<file path="config.mk">
export PLATFORM = sky130hd
export DESIGN_NAME = rf_packet_deframer_top_flat
export DESIGN_NICKNAME = d
export VERILOG_FILES = /design/src/design/rfd_pkg.sv /design/src/design/rfd_if.sv /design/src/design/rfd_in_reg.sv /design/src/design/rfd_parser.sv /design/src/design/rfd_out_reg.sv /design/src/design/rf_packet_deframer_top.sv /design/src/flat_wrapper.sv
export SDC_FILE = /design/constraint.sdc
export NUM_CORES = 1
export LEC_CHECK = 0
export BUFFER_PORTS_ARGS = -buffer_cell sky130_fd_sc_hd__clkbuf_2
export CORE_MARGIN = 2
export CORE_UTILIZATION = 50
export DETAILED_ROUTE_END_ITERATION = 10
export PLACE_DENSITY_LB_ADDON = 0.2
export SLEW_MARGIN = 20
export SYNTH_ARGS = -nofsm -noshare
export SYNTH_HDL_FRONTEND = slang
export SYNTH_HIERARCHICAL = 1
export SYNTH_SLANG_ARGS = --single-unit
</file>
<file path="constraint.sdc">
create_clock -name i_clk -period 2.75 [get_ports i_clk]
set_input_delay 0.1375 -clock i_clk [delete_from_list [all_inputs] [get_ports i_clk]]
set_output_delay 0.1375 -clock i_clk [all_outputs]
set_load 0.005 [all_outputs]
</file>
<file path="src/design/rfd_pkg.sv">
package rfd_pkg;

    localparam int BYTE_W = 8;

    localparam logic [BYTE_W-1:0] SYNC_0 = 8'h6e;
    localparam logic [BYTE_W-1:0] SYNC_1 = 8'h53;
    localparam logic [BYTE_W-1:0] SYNC_2 = 8'h53;
    localparam logic [BYTE_W-1:0] SYNC_3 = 8'h54;
    localparam logic [BYTE_W-1:0] SYNC_SUM = BYTE_W'(SYNC_0 + SYNC_1 + SYNC_2 + SYNC_3);

    localparam logic KIND_PAYLOAD = 1'b0;
    localparam logic KIND_DONE    = 1'b1;

    typedef struct packed {
        logic              valid;
        logic [BYTE_W-1:0] rx_byte;
    } t_stage;

    typedef struct packed {
        logic              kind;
        logic [BYTE_W-1:0] data;
        logic [BYTE_W-1:0] byte_index;
        logic              good;
        logic [BYTE_W-1:0] ver_major;
        logic [BYTE_W-1:0] ver_minor;
        logic [BYTE_W-1:0] src_addr;
        logic [BYTE_W-1:0] dst_addr;
        logic [BYTE_W-1:0] packet_type;
        logic [BYTE_W-1:0] payload_len;
    } t_res_data;

    typedef struct packed {
        logic      valid;
        t_res_data data;
    } t_res;

    function automatic logic [BYTE_W-1:0] sync_expect(input logic [1:0] pos);
        logic [BYTE_W-1:0] r;
        unique case (pos)
            2'd0:    r = SYNC_0;
            2'd1:    r = SYNC_1;
            2'd2:    r = SYNC_2;
            default: r = SYNC_3;
        endcase
        return r;
    endfunction

endpackage

</file>
<file path="src/design/rfd_if.sv">
interface rfd_in_if;
    import rfd_pkg::*;

    logic              valid;
    logic              ready;
    logic [BYTE_W-1:0] rx_byte;

    modport source(output valid, output rx_byte, input ready);
    modport sink(input valid, input rx_byte, output ready);
endinterface

interface rfd_out_if;
    import rfd_pkg::*;

    logic              valid;
    logic              ready;
    logic              kind;
    logic [BYTE_W-1:0] data;
    logic [BYTE_W-1:0] byte_index;
    logic              good;
    logic [BYTE_W-1:0] ver_major;
    logic [BYTE_W-1:0] ver_minor;
    logic [BYTE_W-1:0] src_addr;
    logic [BYTE_W-1:0] dst_addr;
    logic [BYTE_W-1:0] packet_type;
    logic [BYTE_W-1:0] payload_len;

    modport source(output valid, output kind, output data, output byte_index, output good,
                   output ver_major, output ver_minor, output src_addr,
                   output dst_addr, output packet_type, output payload_len, input ready);
    modport sink(input valid, input kind, input data, input byte_index, input good,
                 input ver_major, input ver_minor, input src_addr,
                 input dst_addr, input packet_type, input payload_len, output ready);
endinterface

</file>
<file path="src/design/rfd_in_reg.sv">
module rfd_in_reg (
    input  logic            i_clk,
    input  logic            i_rst_n,
    rfd_in_if.sink          i_rx,
    input  logic            i_adv,
    output rfd_pkg::t_stage o_stage
);
    import rfd_pkg::*;

    logic              r_valid;
    logic [BYTE_W-1:0] r_byte;
    logic              w_take;

    assign i_rx.ready = !r_valid || i_adv;
    assign w_take     = i_rx.valid && i_rx.ready;

    always_ff @(posedge i_clk) begin
        if (!i_rst_n) begin
            r_valid <= 1'b0;
        end else if (w_take) begin
            r_valid <= 1'b1;
        end else if (i_adv) begin
            r_valid <= 1'b0;
        end
    end

    always_ff @(posedge i_clk) begin
        if (w_take) begin
            r_byte <= i_rx.rx_byte;
        end
    end

    assign o_stage.valid   = r_valid;
    assign o_stage.rx_byte = r_byte;

endmodule

</file>
<file path="src/design/rfd_parser.sv">
module rfd_parser (
    input  logic            i_clk,
    input  logic            i_rst_n,
    input  rfd_pkg::t_stage i_stage,
    input  logic            i_adv,
    output rfd_pkg::t_res   o_res
);
    import rfd_pkg::*;

    typedef enum logic [3:0] {
        PH_HUNT  = 4'd0,
        PH_VMAJ  = 4'd1,
        PH_VMIN  = 4'd2,
        PH_SRC   = 4'd3,
        PH_DST   = 4'd4,
        PH_TYPE  = 4'd5,
        PH_LEN   = 4'd6,
        PH_PAY   = 4'd7,
        PH_CHECK = 4'd8,
        PH_END   = 4'd9
    } t_phase;

    t_phase            r_phase, n_phase;
    logic [1:0]        r_sync, n_sync;
    logic [BYTE_W-1:0] r_vmaj, n_vmaj;
    logic [BYTE_W-1:0] r_vmin, n_vmin;
    logic [BYTE_W-1:0] r_src, n_src;
    logic [BYTE_W-1:0] r_dst, n_dst;
    logic [BYTE_W-1:0] r_type, n_type;
    logic [BYTE_W-1:0] r_len, n_len;
    logic [BYTE_W-1:0] r_pay, n_pay;
    logic [BYTE_W-1:0] r_sum, n_sum;
    logic [BYTE_W-1:0] r_check, n_check;

    logic              w_step;
    logic [BYTE_W-1:0] w_b;
    logic [BYTE_W-1:0] w_pay_inc;
    t_res              w_res;

    assign w_step    = i_stage.valid && i_adv;
    assign w_b       = i_stage.rx_byte;
    assign w_pay_inc = r_pay + 1'b1;

    always_comb begin
        n_phase = r_phase;
        n_sync  = r_sync;
        n_vmaj  = r_vmaj;
        n_vmin  = r_vmin;
        n_src   = r_src;
        n_dst   = r_dst;
        n_type  = r_type;
        n_len   = r_len;
        n_pay   = r_pay;
        n_sum   = r_sum;
        n_check = r_check;
        w_res   = '0;
        unique case (r_phase)
            PH_VMAJ: begin
                n_vmaj  = w_b;
                n_sum   = r_sum + w_b;
                n_phase = PH_VMIN;
            end
            PH_VMIN: begin
                n_vmin  = w_b;
                n_sum   = r_sum + w_b;
                n_phase = PH_SRC;
            end
            PH_SRC: begin
                n_src   = w_b;
                n_sum   = r_sum + w_b;
                n_phase = PH_DST;
            end
            PH_DST: begin
                n_dst   = w_b;
                n_sum   = r_sum + w_b;
                n_phase = PH_TYPE;
            end
            PH_TYPE: begin
                n_type  = w_b;
                n_sum   = r_sum + w_b;
                n_phase = PH_LEN;
            end
            PH_LEN: begin
                n_len   = w_b;
                n_sum   = r_sum + w_b;
                n_pay   = '0;
                n_phase = (w_b == '0) ? PH_CHECK : PH_PAY;
            end
            PH_PAY: begin
                w_res.valid           = 1'b1;
                w_res.data.kind       = KIND_PAYLOAD;
                w_res.data.data       = w_b;
                w_res.data.byte_index = r_pay;
                n_sum                 = r_sum + w_b;
                n_pay                 = w_pay_inc;
                if (w_pay_inc >= r_len) begin
                    n_phase = PH_CHECK;
                end
            end
            PH_CHECK: begin
                n_check = w_b;
                n_phase = PH_END;
            end
            PH_END: begin
                w_res.valid            = 1'b1;
                w_res.data.kind        = KIND_DONE;
                w_res.data.good        = (w_b == '0) && (r_check == r_sum);
                w_res.data.ver_major   = r_vmaj;
                w_res.data.ver_minor   = r_vmin;
                w_res.data.src_addr    = r_src;
                w_res.data.dst_addr    = r_dst;
                w_res.data.packet_type = r_type;
                w_res.data.payload_len = r_len;
                n_phase                = PH_HUNT;
                n_sync                 = '0;
            end
            default: begin
                n_phase = PH_HUNT;
                if (w_b == sync_expect(r_sync)) begin
                    if (r_sync == 2'd3) begin
                        n_sync  = '0;
                        n_phase = PH_VMAJ;
                        n_sum   = SYNC_SUM;
                    end else begin
                        n_sync = r_sync + 1'b1;
                    end
                end else begin
                    n_sync = (w_b == SYNC_0) ? 2'd1 : 2'd0;
                end
            end
        endcase
    end

    always_ff @(posedge i_clk) begin
        if (!i_rst_n) begin
            r_phase <= PH_HUNT;
            r_sync  <= '0;
            r_vmaj  <= '0;
            r_vmin  <= '0;
            r_src   <= '0;
            r_dst   <= '0;
            r_type  <= '0;
            r_len   <= '0;
            r_pay   <= '0;
            r_sum   <= '0;
            r_check <= '0;
        end else if (w_step) begin
            r_phase <= n_phase;
            r_sync  <= n_sync;
            r_vmaj  <= n_vmaj;
            r_vmin  <= n_vmin;
            r_src   <= n_src;
            r_dst   <= n_dst;
            r_type  <= n_type;
            r_len   <= n_len;
            r_pay   <= n_pay;
            r_sum   <= n_sum;
            r_check <= n_check;
        end
    end

    assign o_res = w_res;

    a_done_to_hunt: assert property (@(posedge i_clk) disable iff (!i_rst_n)
        (w_step && r_phase == PH_END) |=> (r_phase == PH_HUNT && r_sync == 2'd0))
        else $error("done byte did not return to hunt");

    a_last_pay: assert property (@(posedge i_clk) disable iff (!i_rst_n)
        (w_step && r_phase == PH_PAY && w_pay_inc >= r_len) |=> (r_phase == PH_CHECK))
        else $error("last payload byte did not move to checksum");

    a_pay_index: assert property (@(posedge i_clk) disable iff (!i_rst_n)
        (w_step && r_phase == PH_PAY) |=> (r_pay == $past(r_pay) + 1'b1))
        else $error("payload index did not advance");

endmodule

</file>
<file path="src/design/rfd_out_reg.sv">
module rfd_out_reg (
    input  logic          i_clk,
    input  logic          i_rst_n,
    input  logic          i_step,
    input  rfd_pkg::t_res i_res,
    output logic          o_adv,
    rfd_out_if.source     o_res
);
    import rfd_pkg::*;

    logic      r_valid;
    t_res_data r_data;

    assign o_adv = !r_valid || o_res.ready;

    always_ff @(posedge i_clk) begin
        if (!i_rst_n) begin
            r_valid <= 1'b0;
        end else if (o_adv) begin
            r_valid <= i_step && i_res.valid;
        end
    end

    always_ff @(posedge i_clk) begin
        if (o_adv && i_step && i_res.valid) begin
            r_data <= i_res.data;
        end
    end

    assign o_res.valid       = r_valid;
    assign o_res.kind        = r_data.kind;
    assign o_res.data        = r_data.data;
    assign o_res.byte_index  = r_data.byte_index;
    assign o_res.good        = r_data.good;
    assign o_res.ver_major   = r_data.ver_major;
    assign o_res.ver_minor   = r_data.ver_minor;
    assign o_res.src_addr    = r_data.src_addr;
    assign o_res.dst_addr    = r_data.dst_addr;
    assign o_res.packet_type = r_data.packet_type;
    assign o_res.payload_len = r_data.payload_len;

endmodule

</file>
<file path="src/design/rf_packet_deframer_top.sv">
// path: a byte accepted into the input register has its result, if any, registered in the output register as it leaves
// throughput: one byte per cycle; the phase state updates once per byte as it leaves the input
// register, and both stages stall together only while a result waits to be taken
// reset: synchronous active low; empties both stages and returns to sync hunt with all state zero
module rf_packet_deframer_top (
    input  logic      i_clk,
    input  logic      i_rst_n,
    rfd_in_if.sink    i_rx,
    rfd_out_if.source o_res
);
    import rfd_pkg::*;

    t_stage w_stage;
    t_res   w_res;
    logic   w_adv;
    logic   w_step;

    assign w_step = w_stage.valid && w_adv;

    rfd_in_reg u_in_reg (
        .i_clk   (i_clk),
        .i_rst_n (i_rst_n),
        .i_rx    (i_rx),
        .i_adv   (w_adv),
        .o_stage (w_stage)
    );

    rfd_parser u_parser (
        .i_clk   (i_clk),
        .i_rst_n (i_rst_n),
        .i_stage (w_stage),
        .i_adv   (w_adv),
        .o_res   (w_res)
    );

    rfd_out_reg u_out_reg (
        .i_clk   (i_clk),
        .i_rst_n (i_rst_n),
        .i_step  (w_step),
        .i_res   (w_res),
        .o_adv   (w_adv),
        .o_res   (o_res)
    );

endmodule

</file>
<file path="src/flat_wrapper.sv">
// flat-port wrapper written by rule: the top's interface ports become plain ports
module rf_packet_deframer_top_flat import rfd_pkg::*;
  (i_clk, i_rst_n, i_rx_valid, i_rx_rx_byte, i_rx_ready, o_res_valid, o_res_kind, o_res_data, o_res_byte_index, o_res_good, o_res_ver_major, o_res_ver_minor, o_res_src_addr, o_res_dst_addr, o_res_packet_type, o_res_payload_len, o_res_ready);
  rfd_in_if i_rx_i ();
  rfd_out_if o_res_i ();
  input  logic i_clk;
  input  logic i_rst_n;
  input wire logic [$bits(i_rx_i.valid)-1:0] i_rx_valid;
  input wire logic [$bits(i_rx_i.rx_byte)-1:0] i_rx_rx_byte;
  output wire logic [$bits(i_rx_i.ready)-1:0] i_rx_ready;
  output wire logic [$bits(o_res_i.valid)-1:0] o_res_valid;
  output wire logic [$bits(o_res_i.kind)-1:0] o_res_kind;
  output wire logic [$bits(o_res_i.data)-1:0] o_res_data;
  output wire logic [$bits(o_res_i.byte_index)-1:0] o_res_byte_index;
  output wire logic [$bits(o_res_i.good)-1:0] o_res_good;
  output wire logic [$bits(o_res_i.ver_major)-1:0] o_res_ver_major;
  output wire logic [$bits(o_res_i.ver_minor)-1:0] o_res_ver_minor;
  output wire logic [$bits(o_res_i.src_addr)-1:0] o_res_src_addr;
  output wire logic [$bits(o_res_i.dst_addr)-1:0] o_res_dst_addr;
  output wire logic [$bits(o_res_i.packet_type)-1:0] o_res_packet_type;
  output wire logic [$bits(o_res_i.payload_len)-1:0] o_res_payload_len;
  input wire logic [$bits(o_res_i.ready)-1:0] o_res_ready;
  assign i_rx_i.valid = i_rx_valid;
  assign i_rx_i.rx_byte = i_rx_rx_byte;
  assign i_rx_ready = i_rx_i.ready;
  assign o_res_valid = o_res_i.valid;
  assign o_res_kind = o_res_i.kind;
  assign o_res_data = o_res_i.data;
  assign o_res_byte_index = o_res_i.byte_index;
  assign o_res_good = o_res_i.good;
  assign o_res_ver_major = o_res_i.ver_major;
  assign o_res_ver_minor = o_res_i.ver_minor;
  assign o_res_src_addr = o_res_i.src_addr;
  assign o_res_dst_addr = o_res_i.dst_addr;
  assign o_res_packet_type = o_res_i.packet_type;
  assign o_res_payload_len = o_res_i.payload_len;
  assign o_res_i.ready = o_res_ready;
  rf_packet_deframer_top u_core (.i_clk(i_clk), .i_rst_n(i_rst_n), .i_rx(i_rx_i), .o_res(o_res_i));
endmodule
</file>
==> flow_metrics.env, run 1 <==
export IMPL_track_usage_pct=20.2
export IMPL_start_util_pct=50.8
export IMPL_placed_cell_area_um2=7390
export IMPL_syn_mean_instance_area_um2=11.2
export IMPL_power_density_nw_per_um2=590
export IMPL_hold_class="primary input to register"
export IMPL_drcViolationCount=0
export IMPL_die_height_um=119
export IMPL_placeableCoreArea_um2=13100
export IMPL_multiInputGateArea_um2=2660
export IMPL_critical_path_max_stage_delay_ps=490
export IMPL_run_status="finished clean"
export IMPL_start_kind="register"
export IMPL_hold_ws_ps=14.9
export IMPL_dominantRegCellSynth="sky130_fd_sc_hd__dfxtp_1"
export IMPL_detail_route_iter0_violations=342
export IMPL_finClkSkew_ps=7.18
export IMPL_die_width_um=119
export IMPL_drt_pass1_iter_count=5
export IMPL_max_slew_margin_rel_pct=33.7
export IMPL_synthesis_area_um2=6670
export IMPL_crit_path_max_fanout=8
export IMPL_placement_setup_worst_slack_ps=-10.9
export IMPL_r2r_cells=7
export IMPL_wire_length_of_the_first_global_routing_pass_um=22300
export IMPL_final_setup_violation_count=0
export IMPL_cts_tree="done"
export IMPL_post_dp_hpwl_um=9210
export IMPL_critical_path_cell_chain="inv_1 > ha_4 > or3b_4 > a2111oi_4 > nand4b_1 > a221o_2 > a221oi_1"
export IMPL_post_synthesis_sequential_area_ratio_pct=57.3
export IMPL_postCtsSetupBuffers=0
export IMPL_avgRoutedWirePerCell_um=15.5
export IMPL_max_freq_mhz=380
export IMPL_num_antenna_cells=0
export IMPL_finalWorstPathRequiredPeriod_ps=2630
export IMPL_rsz0062_at_grt="false"
export IMPL_viasPerCell=5.23
export IMPL_globalRouteOverflowTotal=0
export IMPL_yosys_warnings=6
export IMPL_worst_hold_path_num_cells=2
export IMPL_grt_pass1_vias=4450
export IMPL_synth_cell_type_count=57
export IMPL_synth_edf_count=74
export IMPL_final_hold_viol_count=0
export IMPL_root_buffer="sky130_fd_sc_hd__clkbuf_16"
export IMPL_n_fill_cell=1089
export IMPL_grt_start_max_net_pins=52
export IMPL_antenna_found_initial=0
export IMPL_end_kind="register"
export IMPL_synthesis_to_finish_area_growth_pct=21.3
export IMPL_cp_data_required_time_ps=3070
export IMPL_drt_total_wl_um=13800
export IMPL_die_area_um2=14300
export IMPL_layout_core_utilization_pct=61.6
export IMPL_setup_ws_ps=116
export IMPL_synth_async_reset_ratio_pct=0
export IMPL_worst_skew_pair_late_latency_ps=420
export IMPL_syn_num_nets=631
export IMPL_clkTransAtPathRegs_ps=60
export IMPL_yosys_register_bits=154
export IMPL_tritoncts_num_buffers=17
export IMPL_portBuffers=79
export IMPL_fin_crit_sh_pct=95.8
export IMPL_rows=42
export IMPL_cpLargestDelayFamily="compound AO/OA/AOI/OAI gates"
export IMPL_drive_gt1_share_pct=22.2
export IMPL_maximum_buffer_depth_of_the_clock_tree=2
export IMPL_hold_start="i_rst_n"
export IMPL_regToRegStartpoint="u_core/u_parser/r_sync[0]$_SDFFE_PN0P_"
export IMPL_tritoncts_num_sinks=154
export IMPL_critPathArrivalTime_ps=2960
export IMPL_syn_inst=598
export IMPL_num_vias=4650
export IMPL_gpl_final_weighted_congestion=0.889
export IMPL_fin_nets=733
export IMPL_worst_slew_pin_transition_ps=991
export IMPL_total_leakage_power_nw=3.31
export IMPL_ant_nets=0
export IMPL_clock_tree_htree_level_count=4
export IMPL_worst_setup_path_type="register to register"
export IMPL_cp_startpoint="u_core/u_parser/r_sync[0]$_SDFFE_PN0P_"
export IMPL_peakVddDrop_v=0.000329
export IMPL_pin_count=80
export IMPL_worstPathBufferInverterCount=1
export IMPL_crit_cells=7
export IMPL_timing_final_max_slew_violations=0
export IMPL_ff_latch_area_um2=3830
export IMPL_slowest_stage="sky130_fd_sc_hd__a221o_2"
export IMPL_final_standard_cell_area_without_fillers_um2=8090
export IMPL_drv_cap=0
[cell type report]
cell class / count / share of cell area [%]
clock inverters: 12 / 1.52
flip-flops and latches: 154 / 47.3
well taps: 176 / 2.72
clock buffers: 20 / 5.40
multi-input cells: 388 / 32.9
inverters: 21 / 0.974
repair buffers: 118 / 9.13
[where the power goes]
part / total [W] / switching [W] / internal (W)
combinational: 0.000140 / 0.0000856 / 0.0000545
sequential: 0.00242 / 0.0000240 / 0.00239
clock: 0.00221 / 0.000882 / 0.00133
total: 0.00477 / 0.000991 / 0.00378
[through the flow]
| step | TNS (ps) | total power (W) | instances |
|---|---|---|---|
| 5_1_grt | 0 | 0.00491 | 889 |
| 6_report | 0 | 0.00477 | 889 |
| 2_1_floorplan | 0 | 0.00253 | 598 |
| 4_1_cts | 0 | 0.00481 | 889 |
| 3_5_place_dp | -10.9 | 0.00259 | 847 |
| 3_3_place_gp | 0 | 0.00259 | 847 |
[layout by cell type, fill, tap and decap left out, types with 3 or more instances in the layout]
cell type	synthesis	final
sky130_fd_sc_hd__clkinv_2	0	6
sky130_fd_sc_hd__or3_1	5	5
sky130_fd_sc_hd__edfxtp_1	74	74
sky130_fd_sc_hd__nor2b_1	4	4
sky130_fd_sc_hd__nand4b_1	3	3
sky130_fd_sc_hd__a22oi_1	6	6
sky130_fd_sc_hd__buf_4	1	27
sky130_fd_sc_hd__and2_1	66	66
sky130_fd_sc_hd__clkbuf_16	0	17
sky130_fd_sc_hd__o21ai_0	10	10
sky130_fd_sc_hd__and3_1	6	6
sky130_fd_sc_hd__nor2_1	75	75
sky130_fd_sc_hd__clkbuf_2	0	79
sky130_fd_sc_hd__nand2_1	26	26
sky130_fd_sc_hd__nand4_1	4	4
sky130_fd_sc_hd__clkbuf_1	30	3
sky130_fd_sc_hd__nand3_1	16	16
sky130_fd_sc_hd__xor2_1	9	9
sky130_fd_sc_hd__a21oi_1	22	22
sky130_fd_sc_hd__inv_1	20	19
sky130_fd_sc_hd__mux2i_1	49	49
sky130_fd_sc_hd__nor3b_1	4	4
sky130_fd_sc_hd__ha_1	20	19
sky130_fd_sc_hd__nand2b_1	4	4
sky130_fd_sc_hd__dlygate4sd3_1	0	10
sky130_fd_sc_hd__nor3_1	8	8
sky130_fd_sc_hd__xnor2_1	12	12
sky130_fd_sc_hd__dfxtp_1	80	78
[synth_stat cells (2+ instances only)]
cell	number	area share (%)
sky130_fd_sc_hd__and3_1	6	0.56
sky130_fd_sc_hd__nor3_1	8	0.60
sky130_fd_sc_hd__a22oi_1	6	0.68
sky130_fd_sc_hd__nand3b_1	2	0.23
sky130_fd_sc_hd__dfxtp_1	80	24
sky130_fd_sc_hd__a221oi_1	2	0.26
sky130_fd_sc_hd__a21oi_1	22	1.7
sky130_fd_sc_hd__clkbuf_1	30	1.7
sky130_fd_sc_hd__nor2_1	75	4.2
sky130_fd_sc_hd__a211oi_1	2	0.23
sky130_fd_sc_hd__xor2_1	9	1.2
sky130_fd_sc_hd__inv_1	20	1.1
sky130_fd_sc_hd__buf_2	3	0.23
sky130_fd_sc_hd__nand4b_1	3	0.39
sky130_fd_sc_hd__xnor2_1	12	1.6
sky130_fd_sc_hd__or3_1	5	0.47
sky130_fd_sc_hd__nor2b_1	4	0.38
sky130_fd_sc_hd__nand3_1	16	1.2
sky130_fd_sc_hd__nand2_1	26	1.5
sky130_fd_sc_hd__nand4_1	4	0.38
sky130_fd_sc_hd__ha_1	20	3.8
sky130_fd_sc_hd__and2_1	66	6.2
sky130_fd_sc_hd__a21boi_2	2	0.34
sky130_fd_sc_hd__nor3b_1	4	0.45
sky130_fd_sc_hd__nor4_1	3	0.28
sky130_fd_sc_hd__edfxtp_1	74	33
sky130_fd_sc_hd__o21a_1	2	0.23
sky130_fd_sc_hd__nand2b_1	4	0.38
sky130_fd_sc_hd__mux2i_1	49	7.4
sky130_fd_sc_hd__a31oi_1	2	0.19
sky130_fd_sc_hd__o21ai_0	10	0.75
sky130_fd_sc_hd__nand2b_4	2	0.41
[cell families after synthesis]
group,after synthesis,share of synthesized area (%)
compound gates,59,6.14
buf+inv,56,3.26
simple gates,238,19.1
mux,49,7.35
fa+ha+maj,21,4.05
xor+xnor,21,2.76
flops,154,57.3
[worst reg2reg max path: stages, from the launching register on]
cell                        delay [ps]
sky130_fd_sc_hd__dfxtp_1           330
sky130_fd_sc_hd__inv_1              80
sky130_fd_sc_hd__ha_4              250
sky130_fd_sc_hd__or3b_4            390
sky130_fd_sc_hd__a2111oi_4         490
sky130_fd_sc_hd__nand4b_1          180
sky130_fd_sc_hd__a221o_2           490
sky130_fd_sc_hd__a221oi_1          330
[timing repair]
action	CTS	global route
endpoints found under the setup margin	1	7
endpoints found under the hold margin	9	0
hold buffers	10	0
pin swaps	1	4
gates resized for setup	0	8
[per-layer routing]
metal | vias up | track usage (%) | wire, µm | part of all wire [%]
li1 | 2280 | - | - | -
met1 | 2208 | 28.3 | 6520 | 47
met4 | 0 | 8.24 | 280 | 2.0
met2 | 137 | 30.3 | 6210 | 45
met3 | 25 | 4.90 | 739 | 5.4
met5 | - | 0 | 0 | 0
[final timing paths]
check	to	slack, ps
hold reg to reg	u_core/u_parser/r_vmin[0]$_SDFFE_PN0P_	450
setup reg to reg	u_core/u_parser/r_sum[5]$_SDFFE_PN0P_	120
hold / removal	u_core/u_out_reg/o_res.valid$_SDFFE_PN0P_	10
setup / recovery	u_core/u_parser/r_sum[5]$_SDFFE_PN0P_	120
Power figures use the tool's default switching activity.
==> run 2, diff against run 1 <==
RECOVER_POWER = 50   (was unset)
==> flow_metrics.env, run 2 (synthesis gave the netlist of run 1 again) <==
export IMPL_fin_nets=733
export IMPL_maximum_buffer_depth_of_the_clock_tree=2
export IMPL_tritoncts_num_sinks=154
export IMPL_die_height_um=119
export IMPL_num_antenna_cells=0
export IMPL_cp_startpoint="u_core/u_parser/r_sync[0]$_SDFFE_PN0P_"
export IMPL_grt_start_max_net_pins=52
export IMPL_total_leakage_power_nw=3.21
export IMPL_crit_path_max_fanout=8
export IMPL_placed_cell_area_um2=7390
export IMPL_viasPerCell=5.25
export IMPL_peakVddDrop_v=0.000326
export IMPL_die_area_um2=14300
export IMPL_drcViolationCount=0
export IMPL_avgRoutedWirePerCell_um=15.5
export IMPL_timing_final_max_slew_violations=0
export IMPL_layout_core_utilization_pct=61.1
export IMPL_total_neg_setup_slack_ps=0
export IMPL_ant_nets=0
export IMPL_rsz0062_at_grt="false"
export IMPL_portBuffers=79
export IMPL_start_util_pct=50.8
export IMPL_final_standard_cell_area_without_fillers_um2=8020
export IMPL_multiInputGateArea_um2=2630
export IMPL_wire_length_of_the_first_global_routing_pass_um=22300
export IMPL_final_cell_mix="sky130_fd_sc_hd__dfxtp_1 (78), sky130_fd_sc_hd__nor2_1 (75), sky130_fd_sc_hd__edfxtp_1 (74)"
export IMPL_end_kind="register"
export IMPL_worst_slew_pin_transition_ps=995
export IMPL_cp_data_required_time_ps=3070
export IMPL_placeableCoreArea_um2=13100
export IMPL_slowest_stage="sky130_fd_sc_hd__a221o_2"
export IMPL_gpl_final_weighted_congestion=0.889
export IMPL_finClkSkew_ps=7.24
export IMPL_most_frequent_standard_cell_in_the_layout_excluding_fill_and_tap_cells="sky130_fd_sc_hd__dfxtp_1"
export IMPL_drive_gt1_share_pct=18.5
export IMPL_place_inst=847
export IMPL_instances_no_fill=889
export IMPL_die_width_um=119
export IMPL_finalWorstPathRequiredPeriod_ps=2630
export IMPL_final_hold_viol_count=0
export IMPL_r2r_end="u_core/u_parser/r_sum[5]$_SDFFE_PN0P_"
export IMPL_final_setup_violation_count=0
export IMPL_cp_endpoint="u_core/u_parser/r_sum[5]$_SDFFE_PN0P_"
export IMPL_cpLargestDelayFamily="compound AO/OA/AOI/OAI gates"
export IMPL_post_dp_hpwl_um=9210
export IMPL_clock_tree_htree_level_count=4
export IMPL_root_buffer="sky130_fd_sc_hd__clkbuf_16"
export IMPL_max_slew_margin_rel_pct=33.4
export IMPL_hold_class="primary input to register"
export IMPL_globalRouteOverflowTotal=0
export IMPL_crit_cells=7
export IMPL_fin_crit_sh_pct=95.5
export IMPL_regToRegStartpoint="u_core/u_parser/r_sync[0]$_SDFFE_PN0P_"
export IMPL_drt_pass1_iter_count=5
export IMPL_clkTransAtPathRegs_ps=60
export IMPL_max_freq_mhz=381
export IMPL_worstPathBufferInverterCount=1
export IMPL_worst_r2r_setup_slack_ps=120
export IMPL_detail_route_iter0_violations=402
export IMPL_synthesis_to_finish_area_growth_pct=20.3
export IMPL_n_fill_cell=1101
export IMPL_critical_path_cell_chain="inv_1 > ha_4 > or3b_4 > a2111oi_4 > nand4b_1 > a221o_2 > a221oi_1"
export IMPL_worst_skew_pair_late_latency_ps=420
export IMPL_tritoncts_num_buffers=17
export IMPL_drt_total_wl_um=13800
export IMPL_antenna_found_initial=0
export IMPL_start_kind="register"
export IMPL_pin_count=80
export IMPL_grt_pass1_vias=4450
export IMPL_worst_setup_path_type="register to register"
export IMPL_run_status="finished clean"
export IMPL_ff_latch_area_um2=3830
export IMPL_cts_tree="done"
export IMPL_worst_hold_path_num_cells=2
export IMPL_rows=42
export IMPL_track_usage_pct=20.2
export IMPL_r2r_cells=7
export IMPL_num_vias=4670
export IMPL_critPathArrivalTime_ps=2950
export IMPL_critical_path_max_stage_delay_ps=490
export IMPL_power_density_nw_per_um2=593
export IMPL_drv_cap=0
-- run 2: changes by cell type in the layout (fill, tap and decap cells not counted), sizes merged --
cell,before,now
buf,29,25
clkbuf,99,103
-- run 2: how the worst min path moves through the flow --
stage                                                     end             from
floorplan                 u_core/u_in_reg/r_byte[0]$_DFFE_PP_  i_rx_rx_byte[0]
global placement          u_core/u_in_reg/r_byte[7]$_DFFE_PP_  i_rx_rx_byte[7]
detailed placement        u_core/u_in_reg/r_byte[6]$_DFFE_PP_  i_rx_rx_byte[6]
CTS                 u_core/u_out_reg/o_res.valid$_SDFFE_PN0P_          i_rst_n
global route        u_core/u_out_reg/o_res.valid$_SDFFE_PN0P_          i_rst_n
finish              u_core/u_out_reg/o_res.valid$_SDFFE_PN0P_          i_rst_n
-- run 2: cell type report --
| type | count | share of cell area [%] |
|---|---|---|
| Multi-Input combinational cell | 388 | 32.8 |
| Tap cell | 176 | 2.74 |
| Inverter | 21 | 0.983 |
| Clock buffer | 20 | 5.44 |
| Clock inverter | 12 | 1.53 |
| Sequential cell | 154 | 47.7 |
| Timing Repair Buffer | 118 | 8.76 |
-- run 2: routing by layer --
layer  global-route usage [%]  routed length (µm)  up-vias
li1                         -                   -     2286
met1                     28.3                6600     2227
met2                     30.3                6310      134
met3                     4.90                 642       23
met4                     8.24                 250        0
met5                        0                   0        -
-- run 2: worst reg2reg max path: stages (launching register included) --
cell	delay [ps]
sky130_fd_sc_hd__dfxtp_1	330
sky130_fd_sc_hd__inv_1	80
sky130_fd_sc_hd__ha_4	250
sky130_fd_sc_hd__or3b_4	390
sky130_fd_sc_hd__a2111oi_4	480
sky130_fd_sc_hd__nand4b_1	180
sky130_fd_sc_hd__a221o_2	490
sky130_fd_sc_hd__a221oi_1	330
-- run 2: report_power, final --
part,switching [W],internal (W)
Combinational,0.0000858,0.0000526
Sequential,0.0000239,0.00239
Clock,0.000874,0.00133
-- run 2: stage by stage --
step                total power (W)  hold slack (ps)  setup WS (ps)
floorplan                   0.00253              236           29.6
global placement            0.00259              314            122
detailed placement          0.00259              316          -10.9
CTS                         0.00481             2.82           43.4
global route                0.00491             16.0          0.356
finish                      0.00476             17.8            123
-- run 2: what timing repair did --
action | CTS | global route
endpoints found under the hold margin | 9 | 0
setup buffers | 0 | 0
pin swaps | 1 | 4
gates resized for setup | 0 | 8
endpoints found under the setup margin | 1 | 7
hold buffers | 10 | 0
==> run 3, diff against run 2 <==
CTS_BUF_LIST = sky130_fd_sc_hd__clkbuf_2 sky130_fd_sc_hd__clkbuf_4 sky130_fd_sc_hd__clkbuf_8   (was unset)
==> flow_metrics.env, run 3 (synthesis gave the netlist of run 1 again) <==
export IMPL_min_delay_worst_endpoint="u_core/u_out_reg/o_res.data[7]$_DFFE_PP_"
export IMPL_swShare_pct=21.6
export IMPL_clkPwrFrac_pct=38.9
export IMPL_critPathArrivalTime_ps=2980
export IMPL_portBuffers=79
export IMPL_tritoncts_num_buffers=17
export IMPL_run_status="finished clean"
export IMPL_end_kind="register"
export IMPL_power_density_nw_per_um2=531
export IMPL_power_switching_w=0.000905
export IMPL_slowest_stage="sky130_fd_sc_hd__a2111oi_4"
export IMPL_grt_pass1_vias=4435
export IMPL_final_hold_viol_count=0
export IMPL_timing_final_max_slew_violations=0
export IMPL_drt_total_wl_um=13600
export IMPL_peakVddDrop_v=0.000240
export IMPL_worst_setup_path_type="register to register"
export IMPL_r2r_end="u_core/u_parser/r_sum[6]$_SDFFE_PN0P_"
export IMPL_cts_tree="done"
export IMPL_clock_tree_htree_level_count=4
export IMPL_globalRouteOverflowTotal=0
export IMPL_comb_power_share_pct=3.3
export IMPL_rsz0062_at_grt="false"
export IMPL_hold_start="o_res_ready"
export IMPL_drive_gt1_share_pct=18.9
export IMPL_hold_ws_ps=382
export IMPL_postCtsSetupBuffers=0
export IMPL_die_width_um=119
export IMPL_pin_count=80
export IMPL_clkTransAtPathRegs_ps=80
export IMPL_maximum_buffer_depth_of_the_clock_tree=2
export IMPL_detail_route_iter0_violations=410
export IMPL_fin_nets=735
export IMPL_power_report_internal_total_w=0.00327
export IMPL_place_inst=847
export IMPL_worst_slew_pin_transition_ps=1030
export IMPL_ant_nets=0
export IMPL_final_setup_violation_count=0
export IMPL_critical_path_max_stage_delay_ps=470
export IMPL_drv_cap=0
export IMPL_critical_path_most_common_cell="sky130_fd_sc_hd__a2111oi_4"
export IMPL_r2r_cells=7
export IMPL_drt_pass1_iter_count=5
export IMPL_p_seq_share_pct=57.8
export IMPL_worst_r2r_setup_slack_ps=120
export IMPL_cp_data_required_time_ps=3100
export IMPL_max_freq_mhz=380
export IMPL_critical_path_cell_chain="inv_1 > ha_4 > or3b_4 > a2111oi_4 > nand4b_1 > a221o_2 > a2111oi_4"
export IMPL_layout_core_utilization_pct=59.9
export IMPL_placeableCoreArea_um2=13100
export IMPL_antenna_found_initial=0
export IMPL_total_leakage_power_nw=3.14
export IMPL_start_kind="register"
export IMPL_wire_length_of_the_first_global_routing_pass_um=22000
export IMPL_worst_skew_pair_late_latency_ps=450
export IMPL_gpl_final_weighted_congestion=0.889
export IMPL_drcViolationCount=0
export IMPL_finalWorstPathRequiredPeriod_ps=2630
export IMPL_rows=42
export IMPL_fin_crit_sh_pct=95.6
export IMPL_track_usage_pct=19.8
export IMPL_max_slew_margin_rel_pct=31.0
export IMPL_viasPerCell=5.22
export IMPL_num_antenna_cells=0
export IMPL_root_buffer="sky130_fd_sc_hd__clkbuf_8"
export IMPL_final_cell_mix="sky130_fd_sc_hd__dfxtp_1 (78), sky130_fd_sc_hd__nor2_1 (75), sky130_fd_sc_hd__edfxtp_1 (74)"
export IMPL_finClkSkew_ps=8.77
export IMPL_regToRegStartpoint="u_core/u_parser/r_sync[1]$_SDFFE_PN0P_"
export IMPL_tritoncts_num_sinks=154
export IMPL_most_frequent_standard_cell_in_the_layout_excluding_fill_and_tap_cells="sky130_fd_sc_hd__dfxtp_1"
export IMPL_avgRoutedWirePerCell_um=15.2
export IMPL_synthesis_to_finish_area_growth_pct=18.0
export IMPL_die_height_um=119
export IMPL_post_dp_hpwl_um=9210
export IMPL_num_vias=4652
export IMPL_crit_path_max_fanout=8
export IMPL_cp_startpoint="u_core/u_parser/r_sync[1]$_SDFFE_PN0P_"
export IMPL_grt_start_max_net_pins=52
export IMPL_start_util_pct=50.8
export IMPL_hold_class="primary input to register"
export IMPL_worst_hold_path_num_cells=3
export IMPL_die_area_um2=14300
export IMPL_instances_no_fill=891
-- run 3: changes by cell type in the layout (fill, tap and decap cells not counted), sizes merged --
cell / previous run / this run
buf: 25 / 24
dlygate4sd3: 10 / 12
clkbuf: 103 / 104
-- run 3: how the worst max path moves through the flow --
| stage | endpoint | cells past startpoint |
|---|---|---|
| CTS | u_core/u_parser/r_sum[6]$_SDFFE_PN0P_ | 7 |
| global route | u_core/u_parser/r_phase[2]$_SDFFE_PN0P_ | 11 |
| finish | u_core/u_parser/r_sum[6]$_SDFFE_PN0P_ | 7 |
| global placement | u_core/u_parser/r_sum[6]$_SDFFE_PN0P_ | 7 |
| floorplan | u_core/u_out_reg/o_res.byte_index[0]$_DFFE_PP_ | 8 |
| detailed placement | u_core/u_parser/r_sum[6]$_SDFFE_PN0P_ | 7 |
-- run 3: per-stage QoR --
stage	instance area (µm²)	TNS, ps	power [W]	setup slack, ps
after floorplan	6670	0	0.00253	29.6
after global placement	7390	0	0.00259	122
after detailed placement	7390	-10.9	0.00259	-10.9
after CTS	7890	0	0.00423	41.2
after global routing	7870	0	0.00432	11.6
final	7870	0	0.00418	121
-- run 3: final cells by class --
type | count | area, µm²
inverters | 21 | 78.8
fillers | 1118 | 5270
clock inverters | 12 | 123
repair buffers | 120 | 719
flip-flops and latches | 154 | 3830
multi-input cells | 388 | 2640
well taps | 176 | 220
clock buffers | 20 | 256
-- run 3: routing by layer --
layer  part of all wire [%]  wire [µm]  global-route usage, %  vias up
met2                     45       6130                   30.0      144
met1                     47       6450                   27.8     2206
met3                    5.1        695                   4.18       26
met4                    2.3        308                   7.79        0
met5                      0          0                      0        -
li1                       -          -                      -     2276
-- run 3: critical path: cells and delay by family (launching register included) --
family,cells,cell delay [ps]
compound gates,3,1290
fa+ha+maj,1,220
buf+inv,1,120
flops,1,360
simple gates,2,550
-- run 3: power groups by stage --
stage	Combinational (W)	Sequential [W]	Clock, W
floorplan	0.0000831	0.00245	0
global placement	0.000123	0.00247	0
detailed placement	0.000127	0.00247	0
CTS	0.000139	0.00241	0.00167
global route	0.000150	0.00241	0.00176
finish	0.000139	0.00241	0.00163
-- run 3: what timing repair did --
item                                    in CTS  in global routing
hold endpoints to repair                    10                  0
hold buffers                                12                  0
cloned                                       0                  0
pin swaps                                    1                  3
endpoints found under the setup margin       1                  7
resized for setup                            0                  8
